==> src/rtl/mtcr_pkg.sv <==
`timescale 1ns / 1ps
package mtcr_pkg;

  // MIDI status and data byte codes
  localparam logic [7:0] BYTE_QF      = 8'hF1;
  localparam logic [7:0] BYTE_SOX     = 8'hF0;
  localparam logic [7:0] BYTE_EOX     = 8'hF7;
  localparam logic [7:0] ID_RT        = 8'h7F;
  localparam logic [7:0] ID_NRT       = 8'h7E;
  localparam logic [7:0] ID_MASK      = 8'hFE;
  localparam logic [7:0] SUB_FULL     = 8'h01;
  localparam logic [7:0] SUB_CUE      = 8'h00;
  localparam logic [7:0] CUE_EXIT_HI  = 8'h04;
  localparam logic [7:0] CUE_EXIT_LO  = 8'h00;
  localparam logic [7:0] RATE_FIELD   = 8'h60;

  localparam logic [2:0] RATE_CODE_25 = 3'd2;
  localparam logic [2:0] RATE_CODE_30 = 3'd6;
  localparam logic [4:0] FPS_25       = 5'd25;
  localparam logic [4:0] FPS_30       = 5'd30;

  localparam int BUF_DEPTH_DEF = 16;
  // Only the first eleven buffer entries are ever decoded
  localparam int BUF_REGS      = 11;
  localparam int SLOT_W        = 4;
  localparam int QF_PIECES     = 8;
  localparam logic [3:0] QF_CNT_MAX = 4'd15;
  localparam logic [3:0] QF_CNT_RUN = 4'd8;
  localparam logic [2:0] QF_LAST    = 3'd7;

  typedef enum logic [1:0] {
    EVT_QUARTER = 2'd0,
    EVT_FULL    = 2'd1,
    EVT_EXIT    = 2'd2
  } evt_kind_t;

  typedef enum logic {
    OP_QUARTER = 1'b0,
    OP_SYSEX   = 1'b1
  } op_kind_t;

  // Work item from front to back
  typedef struct packed {
    op_kind_t          kind;
    logic              store;  // write data into buffer slot
    logic [SLOT_W-1:0] slot;
    logic [7:0]        data;
    logic              fire;   // quarter run complete / end of SysEx
  } op_t;

  typedef struct packed {
    logic full;
    logic empty;
  } q_stat_t;

  typedef struct packed {
    evt_kind_t  kind;
    logic [4:0] hours;
    logic [5:0] minutes;
    logic [5:0] seconds;
    logic [4:0] frames;
    logic [4:0] rate;
  } res_t;

endpackage

==> src/rtl/mtcr_front.sv <==
`timescale 1ns / 1ps
module mtcr_front #(
  parameter int BUF_DEPTH = mtcr_pkg::BUF_DEPTH_DEF
) (
  input  logic           clk,
  input  logic           rst_n,
  input  logic           in_valid,
  input  logic           in_ready,
  input  logic [7:0]     in_byte,
  output logic           push,
  output mtcr_pkg::op_t  push_op
);
  import mtcr_pkg::*;

  localparam int IDX_W = $clog2(BUF_DEPTH + 1);

  typedef enum logic [1:0] {
    MODE_NONE,
    MODE_QUARTER,
    MODE_FULL
  } mode_t;

  mode_t            mode_r, mode_nxt;
  logic [IDX_W-1:0] idx_r, idx_nxt;
  logic [3:0]       qcnt_r, qcnt_nxt;
  logic             accept;
  logic [2:0]       piece;
  logic [3:0]       qcnt_tmp;
  logic             idx_room;

  assign accept   = in_valid && in_ready;
  assign piece    = in_byte[6:4];
  assign idx_room = idx_r < IDX_W'(BUF_DEPTH);

  always_comb begin
    mode_nxt = mode_r;
    idx_nxt  = idx_r;
    qcnt_nxt = qcnt_r;
    push     = 1'b0;
    push_op  = '0;
    qcnt_tmp = (piece == 3'd0) ? 4'd0 : qcnt_r;
    if (accept) begin
      if (in_byte == BYTE_QF) begin
        mode_nxt = MODE_QUARTER;
      end else if (in_byte == BYTE_SOX) begin
        mode_nxt = MODE_FULL;
        idx_nxt  = '0;
      end else begin
        case (mode_r)
          MODE_QUARTER: begin
            if (!in_byte[7]) begin
              if (qcnt_tmp < QF_CNT_MAX) qcnt_tmp = qcnt_tmp + 4'd1;
              qcnt_nxt      = qcnt_tmp;
              push          = 1'b1;
              push_op.kind  = OP_QUARTER;
              push_op.store = 1'b1;
              push_op.slot  = SLOT_W'(piece);
              push_op.data  = in_byte;
              push_op.fire  = (piece == QF_LAST) && (qcnt_tmp == QF_CNT_RUN);
            end
          end
          MODE_FULL: begin
            if (idx_r == '0 && (in_byte & ID_MASK) != ID_NRT) begin
              mode_nxt = MODE_NONE;
            end else begin
              if (idx_room) idx_nxt = idx_r + IDX_W'(1);
              push          = 1'b1;
              push_op.kind  = OP_SYSEX;
              push_op.store = idx_room && (idx_r < IDX_W'(BUF_REGS));
              push_op.slot  = idx_r[SLOT_W-1:0];
              push_op.data  = in_byte;
              push_op.fire  = (in_byte == BYTE_EOX);
            end
          end
          default: ;
        endcase
      end
    end
  end

  always_ff @(posedge clk) begin
    if (!rst_n) begin
      mode_r <= MODE_NONE;
      idx_r  <= '0;
      qcnt_r <= '0;
    end else begin
      mode_r <= mode_nxt;
      idx_r  <= idx_nxt;
      qcnt_r <= qcnt_nxt;
    end
  end

endmodule

==> src/rtl/mtcr_fifo.sv <==
`timescale 1ns / 1ps
module mtcr_fifo (
  input  logic              clk,
  input  logic              rst_n,
  input  logic              push,
  input  mtcr_pkg::op_t     push_op,
  input  logic              pop,
  output mtcr_pkg::op_t     head_op,
  output mtcr_pkg::q_stat_t stat
);
  import mtcr_pkg::*;

  op_t        mem_r [2];
  logic       wptr_r, wptr_nxt;
  logic       rptr_r, rptr_nxt;
  logic [1:0] cnt_r, cnt_nxt;
  logic       do_push, do_pop;

  assign stat.full  = (cnt_r == 2'd2);
  assign stat.empty = (cnt_r == 2'd0);
  assign do_push    = push && !stat.full;
  assign do_pop     = pop && !stat.empty;
  assign head_op    = mem_r[rptr_r];

  always_comb begin
    wptr_nxt = wptr_r ^ do_push;
    rptr_nxt = rptr_r ^ do_pop;
    cnt_nxt  = cnt_r + {1'b0, do_push} - {1'b0, do_pop};
  end

  always_ff @(posedge clk) begin
    if (!rst_n) begin
      wptr_r <= 1'b0;
      rptr_r <= 1'b0;
      cnt_r  <= 2'd0;
    end else begin
      wptr_r <= wptr_nxt;
      rptr_r <= rptr_nxt;
      cnt_r  <= cnt_nxt;
    end
  end

  always_ff @(posedge clk) begin
    if (do_push) mem_r[wptr_r] <= push_op;
  end

endmodule

==> src/rtl/mtcr_back.sv <==
`timescale 1ns / 1ps
module mtcr_back (
  input  logic              clk,
  input  logic              rst_n,
  input  mtcr_pkg::op_t     head_op,
  input  mtcr_pkg::q_stat_t q_stat,
  output logic              pop,
  output logic              res_valid,
  input  logic              res_ready,
  output mtcr_pkg::res_t    res
);
  import mtcr_pkg::*;

  logic [7:0] buf_r [BUF_REGS];
  logic [7:0] view [BUF_REGS];
  logic [4:0] hours_r, hours_nxt;
  logic [5:0] min_r, min_nxt;
  logic [5:0] sec_r, sec_nxt;
  logic [4:0] frm_r, frm_nxt;
  logic [4:0] rate_r, rate_nxt;
  logic       res_valid_r, res_valid_nxt;
  res_t       res_r, res_nxt;
  logic       emit;
  evt_kind_t  emit_kind;
  logic [2:0] rcode;
  logic [7:0] rt_rate;

  assign pop = !q_stat.empty && (!res_valid_r || res_ready);

  // buffer as seen after this op's write
  always_comb begin
    for (int i = 0; i < BUF_REGS; i++) begin
      view[i] = (head_op.store && head_op.slot == SLOT_W'(i)) ? head_op.data : buf_r[i];
    end
  end

  always_comb begin
    hours_nxt = hours_r;
    min_nxt   = min_r;
    sec_nxt   = sec_r;
    frm_nxt   = frm_r;
    rate_nxt  = rate_r;
    emit      = 1'b0;
    emit_kind = EVT_QUARTER;
    rcode     = '0;
    rt_rate   = (view[4] & RATE_FIELD) >> 4;
    if (pop && head_op.fire) begin
      case (head_op.kind)
        OP_QUARTER: begin
          hours_nxt = {view[7][0], view[6][3:0]};
          min_nxt   = {view[5][1:0], view[4][3:0]};
          sec_nxt   = {view[3][1:0], view[2][3:0]};
          frm_nxt   = {view[1][0], view[0][3:0]};
          rcode     = view[7][2:0] & 3'b110;
          emit      = 1'b1;
          emit_kind = EVT_QUARTER;
        end
        OP_SYSEX: begin
          if (view[0] == ID_RT && view[3] == SUB_FULL) begin
            hours_nxt = view[4][4:0];
            min_nxt   = view[5][5:0];
            sec_nxt   = view[6][5:0];
            frm_nxt   = view[7][4:0];
            rcode     = rt_rate[2:0];
            emit      = 1'b1;
            emit_kind = EVT_FULL;
          end else if (view[0] == ID_NRT && view[3] == SUB_CUE &&
                       view[9] == CUE_EXIT_HI && view[10] == CUE_EXIT_LO) begin
            emit      = 1'b1;
            emit_kind = EVT_EXIT;
          end
        end
        default: ;
      endcase
      if (rcode == RATE_CODE_25) rate_nxt = FPS_25;
      else if (rcode == RATE_CODE_30) rate_nxt = FPS_30;
    end
    res_nxt         = res_r;
    res_nxt.kind    = emit_kind;
    res_nxt.hours   = hours_nxt;
    res_nxt.minutes = min_nxt;
    res_nxt.seconds = sec_nxt;
    res_nxt.frames  = frm_nxt;
    res_nxt.rate    = rate_nxt;
    if (emit) res_valid_nxt = 1'b1;
    else if (res_ready) res_valid_nxt = 1'b0;
    else res_valid_nxt = res_valid_r;
  end

  always_ff @(posedge clk) begin
    if (!rst_n) begin
      res_valid_r <= 1'b0;
      hours_r     <= '0;
      min_r       <= '0;
      sec_r       <= '0;
      frm_r       <= '0;
      rate_r      <= '0;
      for (int i = 0; i < BUF_REGS; i++) buf_r[i] <= '0;
    end else begin
      res_valid_r <= res_valid_nxt;
      hours_r     <= hours_nxt;
      min_r       <= min_nxt;
      sec_r       <= sec_nxt;
      frm_r       <= frm_nxt;
      rate_r      <= rate_nxt;
      if (pop) begin
        for (int i = 0; i < BUF_REGS; i++) buf_r[i] <= view[i];
      end
    end
  end

  always_ff @(posedge clk) begin
    if (emit) res_r <= res_nxt;
  end

  assign res_valid = res_valid_r;
  assign res       = res_r;

endmodule

==> src/rtl/midi_timecode_receiver_core.sv <==
`timescale 1ns / 1ps
// MIDI time code receiver. Takes one received MIDI byte per beat and tracks
// MTC: F1 enters quarter-frame mode, F0 enters SysEx full-frame mode. A run of
// eight quarter-frame pieces ending in piece 7 rebuilds the time and emits a
// quarter event; a 7F..01 full-frame message updates the time on F7; a 7E cue
// message with sub id 00 and bytes 9,10 = 04,00 emits an exit event. Every
// result carries the current hours/minutes/seconds/frames and frame rate
// (0 unknown, 25 or 30). Throughput is one byte per clock while the queue is
// not full: a front end tracks mode, SysEx index and quarter count, a two-entry
// queue hands decoded work to a back end that owns the byte buffer and time
// registers, and a result register feeds the output. A result passes through the
// queue entry and then the result register. Status bytes other than F0 and F1
// are ignored in quarter mode and the SysEx index saturates at BUF_DEPTH.
module midi_timecode_receiver_core #(
  parameter int BUF_DEPTH = mtcr_pkg::BUF_DEPTH_DEF
) (
  input  logic        clk,
  input  logic        rst_n,
  input  logic        in_tvalid,
  output logic        in_tready,
  input  logic [7:0]  in_tdata,   // [7:0] rx_byte
  output logic        out_tvalid,
  input  logic        out_tready,
  output logic [31:0] out_tdata,  // [4:0] hours, [10:5] minutes, [16:11] seconds,
                                  // [21:17] frames, [26:22] frame_rate
  output logic [1:0]  out_tuser   // [1:0] event_kind
);
  import mtcr_pkg::*;

  logic    push;
  op_t     push_op;
  op_t     head_op;
  q_stat_t q_stat;
  logic    pop;
  res_t    res;

  // front stalls only on a full queue
  assign in_tready = !q_stat.full;

  mtcr_front #(.BUF_DEPTH(BUF_DEPTH)) u_front (
    .clk      (clk),
    .rst_n    (rst_n),
    .in_valid (in_tvalid),
    .in_ready (in_tready),
    .in_byte  (in_tdata),
    .push     (push),
    .push_op  (push_op)
  );

  mtcr_fifo u_fifo (
    .clk     (clk),
    .rst_n   (rst_n),
    .push    (push),
    .push_op (push_op),
    .pop     (pop),
    .head_op (head_op),
    .stat    (q_stat)
  );

  mtcr_back u_back (
    .clk       (clk),
    .rst_n     (rst_n),
    .head_op   (head_op),
    .q_stat    (q_stat),
    .pop       (pop),
    .res_valid (out_tvalid),
    .res_ready (out_tready),
    .res       (res)
  );

  assign out_tdata = {5'd0, res.rate, res.frames, res.seconds, res.minutes, res.hours};
  assign out_tuser = res.kind;

  // back end never pops an empty queue
  a_pop_nonempty: assert property (@(posedge clk) disable iff (!rst_n)
    pop |-> !q_stat.empty)
    else $error("pop from empty queue");

  // a new result only follows a queue pop
  a_res_from_pop: assert property (@(posedge clk) disable iff (!rst_n)
    $rose(out_tvalid) |-> $past(pop))
    else $error("result without work item");

  // exit carries no time change; kind 3 never appears
  a_kind_legal: assert property (@(posedge clk) disable iff (!rst_n)
    out_tvalid |-> (out_tuser != 2'd3))
    else $error("illegal event kind");

endmodule
==> config.mk <==
export PLATFORM = sky130hd
export DESIGN_NAME = midi_timecode_receiver_core
export DESIGN_NICKNAME = d
export VERILOG_FILES = /design/src/rtl/mtcr_pkg.sv /design/src/rtl/mtcr_front.sv /design/src/rtl/mtcr_fifo.sv /design/src/rtl/mtcr_back.sv /design/src/rtl/midi_timecode_receiver_core.sv
export SDC_FILE = /design/constraint.sdc
export NUM_CORES = 1
export LEC_CHECK = 0
export BUFFER_PORTS_ARGS = -buffer_cell sky130_fd_sc_hd__buf_2
export CORE_AREA = 4 4 137 139
export DETAILED_ROUTE_END_ITERATION = 10
export DIE_AREA = 0 0 141 143
export PLACE_DENSITY_LB_ADDON = 0.1
export SYNTH_ARGS = -nofsm -noshare
export SYNTH_HDL_FRONTEND = slang
export SYNTH_SLANG_ARGS = --single-unit
==> constraint.sdc <==
create_clock -name clk -period 5 [get_ports clk]
set_input_delay 0.75 -clock clk [delete_from_list [all_inputs] [get_ports clk]]
set_output_delay 0.75 -clock clk [all_outputs]
set_load 0.01 [all_outputs]
# Yosys cells after proc, flatten, opt, wreduce, memory -nomap -nowiden

Memory sizes are Yosys's and may differ from the RTL's. A register that Yosys moved wholly into a read port is not among the register bits.
Cells that the tools add are included.

Register bits after elaboration: 72
Memory bits (writable): 118
Input port bits: 12
Output and inout port bits: 36
Logic and storage cells: 196
Memories: 2

Memories:

| name         | words | bits a word | read ports | clocked after Yosys merged registers in | wr ports | RTL line        | RTL |
|---|---|---|---|---|---|---|---|
| u_back.buf_r | 11    | 8           | 10         | 0                                       | 11       | mtcr_back.sv:14 | `logic [7:0] buf_r [BUF_REGS];` |
| u_fifo.mem_r | 2     | 15          | 1          | 1                                       | 1        | mtcr_fifo.sv:13 | `op_t mem_r [2];` |

Add/subtract/negate cells: 4
Order comparisons: 3
Equal/unequal tests: 27
Muxes and demuxes: 83
Bitwise logic cells: 17
Reductions and logical operators: 42

Operator list:

| cell                                                                    | count |
|---|---|
| 8-bit 2-to-1 mux                                                        | 22 |
| 15-bit 2-to-1 mux                                                       | 4 |
| 5-bit 2-to-1 mux                                                        | 11 |
| 15-bit one-hot mux with 2 select lines                                  | 1 |
| 4-bit 2-to-1 mux                                                        | 7 |
| 8-bit equality test, second input constant                              | 3 |
| 6-bit 2-to-1 mux                                                        | 4 |
| 6-bit one-hot mux with 2 select lines                                   | 2 |
| 1-bit logical AND                                                       | 23 |
| 5-bit one-hot mux with 2 select lines                                   | 2 |
| 1-bit 2-to-1 mux                                                        | 17 |
| 4-bit by 3-bit equality test with 1-bit output, second input constant   | 4 |
| 4-bit equality test, second input constant                              | 4 |
| 8-bit by 7-bit equality test with 1-bit output, second input constant   | 2 |
| 8-bit zero test                                                         | 2 |
| 14-bit 2-to-1 mux                                                       | 1 |
| 2-bit 2-to-1 mux                                                        | 6 |
| 1-bit OR                                                                | 11 |
| 5-bit AND reduction                                                     | 2 |
| 4-bit by 2-bit equality test with 1-bit output, second input constant   | 2 |
| 8-bit by 1-bit equality test with 1-bit output, second input constant   | 1 |
| 8-bit by 3-bit equality test with 1-bit output, second input constant   | 1 |
| 7-bit by 6-bit inequality test with 1-bit output, second input constant | 1 |
| 3-bit equality test, second input constant                              | 2 |
| 29 further kinds                                                        | 41 |

# Logic depth before layout (Yosys ltp)

Gate-level depths: netlist of the first run.

Word-level depth: 16
Depth in mapped cells: 12
Mapped depth without buffers: 12

# Modules after synthesis

From an unflattened synthesis of the first run, not the netlist that was laid out.

Cell total of the unflattened synthesis: 695
Area, all modules: 7983.9 um2

Modules (own cells, without submodules):

| module                      | instances | cells each | area an instance (um2) | seq. area each (um2) |
|---|---|---|---|---|
| mtcr_back                   | 1         | 505        | 5679.2                 | 3263.1 |
| mtcr_fifo                   | 1         | 72         | 1390.1                 | 1001.0 |
| mtcr_front                  | 1         | 111        | 869.6                  | 220.2 |
| midi_timecode_receiver_core | 1         | 7          | 45.0                   | 0.0 |

# Worst setup path before layout of the first run

Ideal clock, no wire load.

Kind: reg2reg
Start point: mem u_fifo.mem_r[0][11] (netlist bit)
End point: reg u_back.res_r (netlist bit u_back.res[0]), enable pin
Library setup time: 0.415 ns
Arrival time: 3.827 ns
Required time: 4.585 ns
Slack: 0.758 ns
Cell stages (with the launch flop): 9
Buffers on the path: 1
Period minus slack after synthesis: 4.242 ns
Path through: edfxtp_1 or4b_4 a22oi_4 mux2_2 a2111oi_0 a21oi_1 clkbuf_1 nor2b_1 nor2_1

RTL lines:

| item                 | RTL line         | RTL |
|---|---|---|
| start, declared      | mtcr_fifo.sv:13  |  |
| end signal, assigned | mtcr_back.sv:113 | `if (emit) res_r <= res_nxt;` |
| end, declared        | mtcr_back.sv:22  | `res_t res_r, res_nxt;` |

==> results of run 1 <==
## metal layers
layer,part of all wire [%],GRT usage (%),vias up
li1,-,-,2558
met1,47,24.82,2602
met2,49,29.99,113
met3,3.6,3.014,18
met4,1.3,6.119,0
met5,0,0,-
## power breakdown
group	internal [mW]	switching (mW)	leakage (nW)	total, mW
logic	0.232	0.472	1.55	0.704
registers	1.72	0.0984	1.62	1.82
clock network	0.802	0.567	0.305	1.37
## final timing paths
| kind | cells past startpoint | end |
|---|---|---|
| max | 8 | u_back.res[24] |
| min | 1 | u_back.rate_r[4] |
| max reg2reg | 8 | u_back.res[24] |
| min reg2reg | 1 | u_back.rate_r[4] |
## layout by cell type (no fill, tap or decap), drive strengths merged, types with 4 or more instances in the layout
cell | synthesis | final
a22oi | 5 | 5
o21ai | 17 | 17
conb | 1 | 5
nand2b | 6 | 6
nor2 | 108 | 108
mux2 | 8 | 8
nand3b | 4 | 4
clkinv | 0 | 4
nand4 | 5 | 5
a21oi | 6 | 6
clkbuf | 24 | 17
o22ai | 6 | 6
or3 | 12 | 12
nor2b | 12 | 12
or2 | 6 | 6
mux2i | 55 | 55
inv | 17 | 25
dfxtp | 44 | 44
nor4 | 7 | 7
or4b | 4 | 4
nand3 | 5 | 5
edfxtp | 120 | 120
a211oi | 10 | 10
a221o | 10 | 10
o31a | 11 | 11
and2 | 42 | 42
buf | 12 | 52
ha | 9 | 9
nand2 | 37 | 37
nor3 | 12 | 12
## state kept, by name, indices dropped and copies added, names as in the netlist, named ones only
signal	cells
u_back.sec_r	6
u_fifo.mem_r	30
u_back.buf_r	61
u_back.res	29
u_back.frm_r	5
u_fifo.cnt_r	2
u_fifo.rptr_r	1
u_front.qcnt_r	4
u_fifo.wptr_r	1
u_back.rate_r	5
u_front.idx_r	5
u_back.min_r	6
u_back.hours_r	5
u_back.res_valid	1
u_front.mode_r	2
## cells by family (layout without fill, tap and decap cells)
kind of cell             after synthesis  after routing  synth area share (%)
AND/OR/NAND/NOR                      287            287                 19.42
flip-flops                           164            164                 57.89
AO/OA/AOI/OAI                         92             92                 9.320
multiplexers                          63             63                 8.270
buffers and inverters                 53            101                 3.037
adder cells (fa/ha/maj)                9              9                 1.454
XOR/XNOR                               5              5                0.5654
other                                  1              5               0.04841
## area by class of cell
cell class | instances | area [um2]
clock inverters | 15 | 192.7
multi-input cells | 461 | 3047
fillers | 1591 | 8872
well taps | 229 | 286.5
repair buffers | 52 | 285.3
clock buffers | 17 | 425.4
flip-flops and latches | 164 | 4484
inverters | 17 | 63.81
## metrics by stage
stage / worst slack [ns] / hold slack, ns / utilization [%]
2_1_floorplan: 0.7584 / 0.4332 / -
3_3_place_gp: 1.085 / 0.4403 / 46.25
3_5_place_dp: 0.9078 / 0.4475 / 46.25
4_1_cts: 0.8834 / 0.4640 / 49.75
5_1_grt: 0.5888 / 0.5048 / 49.75
6_report: 0.9361 / 0.4616 / 49.75
==> flow_metrics.env, run 1 <==
export IMPL_area_delta_synth_final_pct=13.41
export IMPL_slowest_delay_ns=0.77
export IMPL_syn_cell_area_um2=7746
export IMPL_drc=0
export IMPL_wl_per_cell_um=18.58
export IMPL_drt_vias_per_instance=5.540
export IMPL_cp_arrival_ns=4.15
export IMPL_max_freq_mhz=246.1
export IMPL_leakage_nw=3.477
export IMPL_grt_max_degree=62
export IMPL_dieArea_um2=20160
export IMPL_power_total_mw=3.888
export IMPL_maxCapViolCount=0
export IMPL_critical_path_startpoint_type="flip-flop"
export IMPL_nets=734
export IMPL_hpwl_um=12270
export IMPL_final_setup_skew_ns=0.009654
export IMPL_ant_nets=0
export IMPL_critPathBufInv=2
export IMPL_crit_type="flip-flop to flip-flop"
export IMPL_period_needed_ns=4.064
export IMPL_place_area_um2=8167
export IMPL_period_share_pct=81.28
export IMPL_cts_hold_buf=0
export IMPL_yosysTopAreaCell="edfxtp_1"
export IMPL_hold_viol_final=0
export IMPL_drt_total_wl_um=17740
export IMPL_worst_ep_required_time_ns=5.08
export IMPL_numPortBuffers=42
export IMPL_final_cells=955
export IMPL_outcome="finished clean"
export IMPL_min_path_type="flip-flop to flip-flop"
export IMPL_syn_area_per_cell_um2=11.49
export IMPL_ff2ff_setup_slack_ns=0.94
export IMPL_synth_edf_count=120
export IMPL_ys_types=68
export IMPL_synth_seq_area_share_pct=57.89
export IMPL_ir_drop_mv=0.3540
export IMPL_grt_pass1_vias=5210
export IMPL_grt_use_total_pct=18.26
export IMPL_synth_most_common_cell="edfxtp_1"
export IMPL_cts_resized=0
export IMPL_clock_root_buffer="clkbuf_16"
export IMPL_setup_viol=0
export IMPL_dr_pass1_iters=5
export IMPL_post_cts_buffers=0
export IMPL_clk_pin_slew_ns=0.07
export IMPL_insertion_delay_ns=0.43
export IMPL_synth_ff_latch_count=164
export IMPL_p_per_area_nw_per_um2=442.6
export IMPL_first_iter_violations=350
export IMPL_design_area_um2=8785
export IMPL_async_reset_ff_share_pct=0
export IMPL_fp_dieW_um=141
export IMPL_cts_tree="done"
export IMPL_htree_levels=4
export IMPL_die_y_um=143
export IMPL_grt_pass1_wl_um=28440
export IMPL_cts_sinks=164
export IMPL_tns_ns=0
export IMPL_synth_common_cells="edfxtp_1 (120), nor2_1 (108), mux2i_1 (55), dfxtp_1 (44), and2_1 (42)"
export IMPL_slew_headroom_pct=41.03
export IMPL_antenna_cells=0
export IMPL_cts_buffers=17
export IMPL_critPathSlowestCell="dfxtp_1"
export IMPL_synthCells=674
export IMPL_start_util_pct=43.87
export IMPL_yosysTopAreaCellShare_pct=46.52
export IMPL_finalMaxSlewViolations=0
export IMPL_worstMarginPinSlew_ns=0.8846
export IMPL_fp_row_count=49
export IMPL_cp_max_fo=28
export IMPL_cp_cell_sequence="buf_4 > mux2_2 > mux2_2 > a2111oi_0 > a21oi_1 > nor2b_1 > nor2_2 > buf_4"
export IMPL_clk_path_buf_depth=2
export IMPL_place_inst=923
export IMPL_crit_family="compound AO/OA/AOI/OAI gates"
export IMPL_io_pins=48
export IMPL_synth_warnings=0
export IMPL_antenna_found_initial=0
export IMPL_synth_ff_type="edfxtp_1"
export IMPL_grt_overflow_total=0
export IMPL_drive_gt1_share_pct=14.88
export IMPL_core_area_um2=17660
export IMPL_synth_area_leaders="edfxtp_1 (47%), dfxtp_1 (11%), mux2i_1 (7.1%)"
export IMPL_rsz0062_at_grt="false"
export IMPL_vias=5291
export IMPL_place_congestion=0.8412
export IMPL_end_kind="flip-flop"
export IMPL_hold_path_startpoint="u_back.rate_r[4]"
Power figures use the tool's default switching activity.
==> run 2, diff against run 1 <==
ABC_AREA = 1   (was unset)
CORE_AREA = 4 4 141 143   (was 4 4 137 139)
DIE_AREA = 0 0 145 147   (was 0 0 141 143)
clock period = 3.9 ns   (was 5 ns; I/O delays follow)
==> run 2 against run 1 <==
  * Synthesized area increased by 7.0%
  * First-iteration DRC count increased by 22%
  * Non-clock buffer count increased by 10
  * Clock skew increased by 0.0037 ns
  * Fmax increased by 23%
  * Global-route usage increased by 0.16 points
  * Flip-flop and latch count unchanged
  * Via count increased by 21%
  * Hold slack got worse by 0.032 ns
  * Critical path depth increased by 7
  * Power increased by 64%
  * Combinational power increased to 2.9 times the previous value
  * Largest cell class unchanged
==> flow_metrics.env, run 2 <==
export IMPL_finalMaxSlewViolations=0
export IMPL_htree_levels=4
export IMPL_drt_vias_per_instance=4.911
export IMPL_fp_row_count=50
export IMPL_syn_area_per_cell_um2=8.153
export IMPL_wl_per_cell_um=14.49
export IMPL_slowest_delay_ns=0.60
export IMPL_cts_sinks=164
export IMPL_insertion_delay_ns=0.43
export IMPL_cp_max_fo=29
export IMPL_worst_ep_required_time_ns=4.03
export IMPL_synth_ff_latch_count=164
export IMPL_fp_dieW_um=145
export IMPL_cts_resized=0
export IMPL_largest_reg_flops=61
export IMPL_p_per_area_nw_per_um2=686.8
export IMPL_cts_hold_buf=0
export IMPL_hold_viol_final=0
export IMPL_grt_overflow_total=0
export IMPL_first_iter_violations=428
export IMPL_drive_gt1_share_pct=12.01
export IMPL_final_setup_skew_ns=0.01333
export IMPL_dieArea_um2=21320
export IMPL_area_delta_synth_final_pct=12.19
export IMPL_drt_total_wl_um=18950
export IMPL_yosysTopAreaCell="edfxtp_1"
export IMPL_cp_cell_sequence="inv_4 > or2_2 > o21ai_0 > buf_4 > nand2_1 > o21ai_0 > nand2_1 > nor2_1 > nand2_1 > nor2_1 > nand2_1 > nand2_1 > nand2_1 > inv_1 > buf_12"
export IMPL_leakage_nw=4.195
export IMPL_worstMarginPinSlew_ns=1.096
export IMPL_synth_warnings=0
export IMPL_ys_types=37
export IMPL_max_freq_mhz=303.8
export IMPL_tns_ns=0
export IMPL_cp_arrival_ns=3.42
export IMPL_maxCapViolCount=0
export IMPL_synth_edf_count=120
export IMPL_drc=0
export IMPL_antenna_found_initial=0
export IMPL_hpwl_um=13060
export IMPL_regMostFlops="u_back.buf_r"
export IMPL_async_reset_ff_share_pct=0
export IMPL_ant_nets=0
export IMPL_clock_root_buffer="clkbuf_16"
export IMPL_place_area_um2=8748
export IMPL_crit_top_cell="nand2_1"
export IMPL_start_util_pct=44.63
export IMPL_design_area_um2=9303
export IMPL_grt_max_degree=45
export IMPL_rsz0062_at_grt="false"
export IMPL_critical_path_startpoint_type="flip-flop"
export IMPL_synth_most_common_cell="nand2_1"
export IMPL_outcome="finished clean"
export IMPL_critPathBufInv=4
export IMPL_synth_ff_type="edfxtp_1"
export IMPL_vias=6424
export IMPL_grt_pass1_vias=6093
export IMPL_cts_buffers=17
export IMPL_dr_pass1_iters=5
export IMPL_yosysTopAreaCellShare_pct=43.46
export IMPL_layout_commonest_cell="nand2_1"
export IMPL_period_needed_ns=3.291
export IMPL_critPathSlowestCell="dfxtp_2"
export IMPL_power_total_mw=6.389
export IMPL_place_congestion=0.8015
export IMPL_numPortBuffers=42
export IMPL_antenna_cells=0
export IMPL_synth_seq_area_share_pct=54.08
export IMPL_slew_headroom_pct=26.17
export IMPL_die_y_um=147
export IMPL_post_cts_buffers=0
export IMPL_crit_family="simple AND/OR/NAND/NOR gates"
export IMPL_cts_tree="done"
export IMPL_period_share_pct=84.39
export IMPL_crit_type="flip-flop to flip-flop"
export IMPL_io_pins=48
export IMPL_min_path_type="input pin to flip-flop"
export IMPL_setup_viol=0
export IMPL_clk_pin_slew_ns=0.07
export IMPL_synth_common_cells="nand2_1 (283), inv_1 (147), nor2_1 (141), edfxtp_1 (120), o21ai_0 (76)"
export IMPL_syn_cell_area_um2=8292
export IMPL_synthCells=1017
export IMPL_ir_drop_mv=0.3871
export IMPL_nets=1082
export IMPL_grt_pass1_wl_um=31570
export IMPL_grt_use_total_pct=18.42
export IMPL_core_area_um2=18580
export IMPL_clk_path_buf_depth=2
export IMPL_final_cell_mix="nand2_1 (281), inv_1 (147), nor2_1 (141)"
export IMPL_synth_area_leaders="edfxtp_1 (43%), nand2_1 (13%), dfxtp_1 (11%)"
export IMPL_end_kind="flip-flop"
-- run 2: path summary, 6_finish.rpt --
path	cells after the start	to	from	slack [ns]
max	15	u_back.res[9]	flip-flop	0.61
min	4	u_back.res_valid	out_tready	0.43
max reg2reg	15	u_back.res[9]	flip-flop	0.61
min reg2reg	1	flip-flop	u_fifo.rptr_r	0.46
-- run 2: worst register-to-register path, stage by stage, from the launching register on --
cell	delay, ns
dfxtp_2	0.60
inv_4	0.17
or2_2	0.30
o21ai_0	0.41
buf_4	0.31
nand2_1	0.06
o21ai_0	0.13
nand2_1	0.10
nor2_1	0.10
nand2_1	0.06
nor2_1	0.08
nand2_1	0.08
nand2_1	0.07
nand2_1	0.14
inv_1	0.14
buf_12	0.21
-- run 2: metal layers --
layer / up-vias / wire, um / track usage, %
met5: - / 0 / 0
met4: 0 / 233 / 5.083
met3: 19 / 792 / 3.794
met2: 136 / 8608 / 29.23
met1: 2949 / 9316 / 25.88
li1: 3320 / - / -
-- run 2: power by group --
group / leakage [nW] / switching, mW / internal, mW
Clock: 0.273 / 0.740 / 0.852
Combinational: 2.28 / 1.43 / 0.647
Sequential: 1.64 / 0.152 / 2.57
Total: 4.19 / 2.32 / 4.07
-- run 2: cells by family after synthesis --
family	share of synthesized area [%]
compound gates	7.832
xor+xnor	0.3169
fa+ha+maj	1.358
buf+inv	9.673
flops	54.08
mux	0.2414
other cells	0.04523
simple gates	26.45
-- run 2: layout make-up --
cell class,count,area [um2]
flip-flops and latches,164,4486
inverters,151,569.3
clock buffers,19,442.9
multi-input cells,665,3029
fillers,1767,9278
clock inverters,13,110.1
repair buffers,62,372.9
well taps,234,292.8
-- run 2: through the flow --
stage / cells / utilization [%] / setup WS, ns / hold WS, ns
2_1_floorplan: 1021 / - / 1.066 / 0.4359
3_3_place_gp: 1276 / 47.08 / 0.3680 / 0.4512
3_5_place_dp: 1276 / 47.08 / 0.3205 / 0.4554
4_1_cts: 1308 / 50.06 / 0.3150 / 0.4079
5_1_grt: 1308 / 50.07 / 0.3263 / 0.4335
6_report: 1308 / 50.07 / 0.6088 / 0.4294
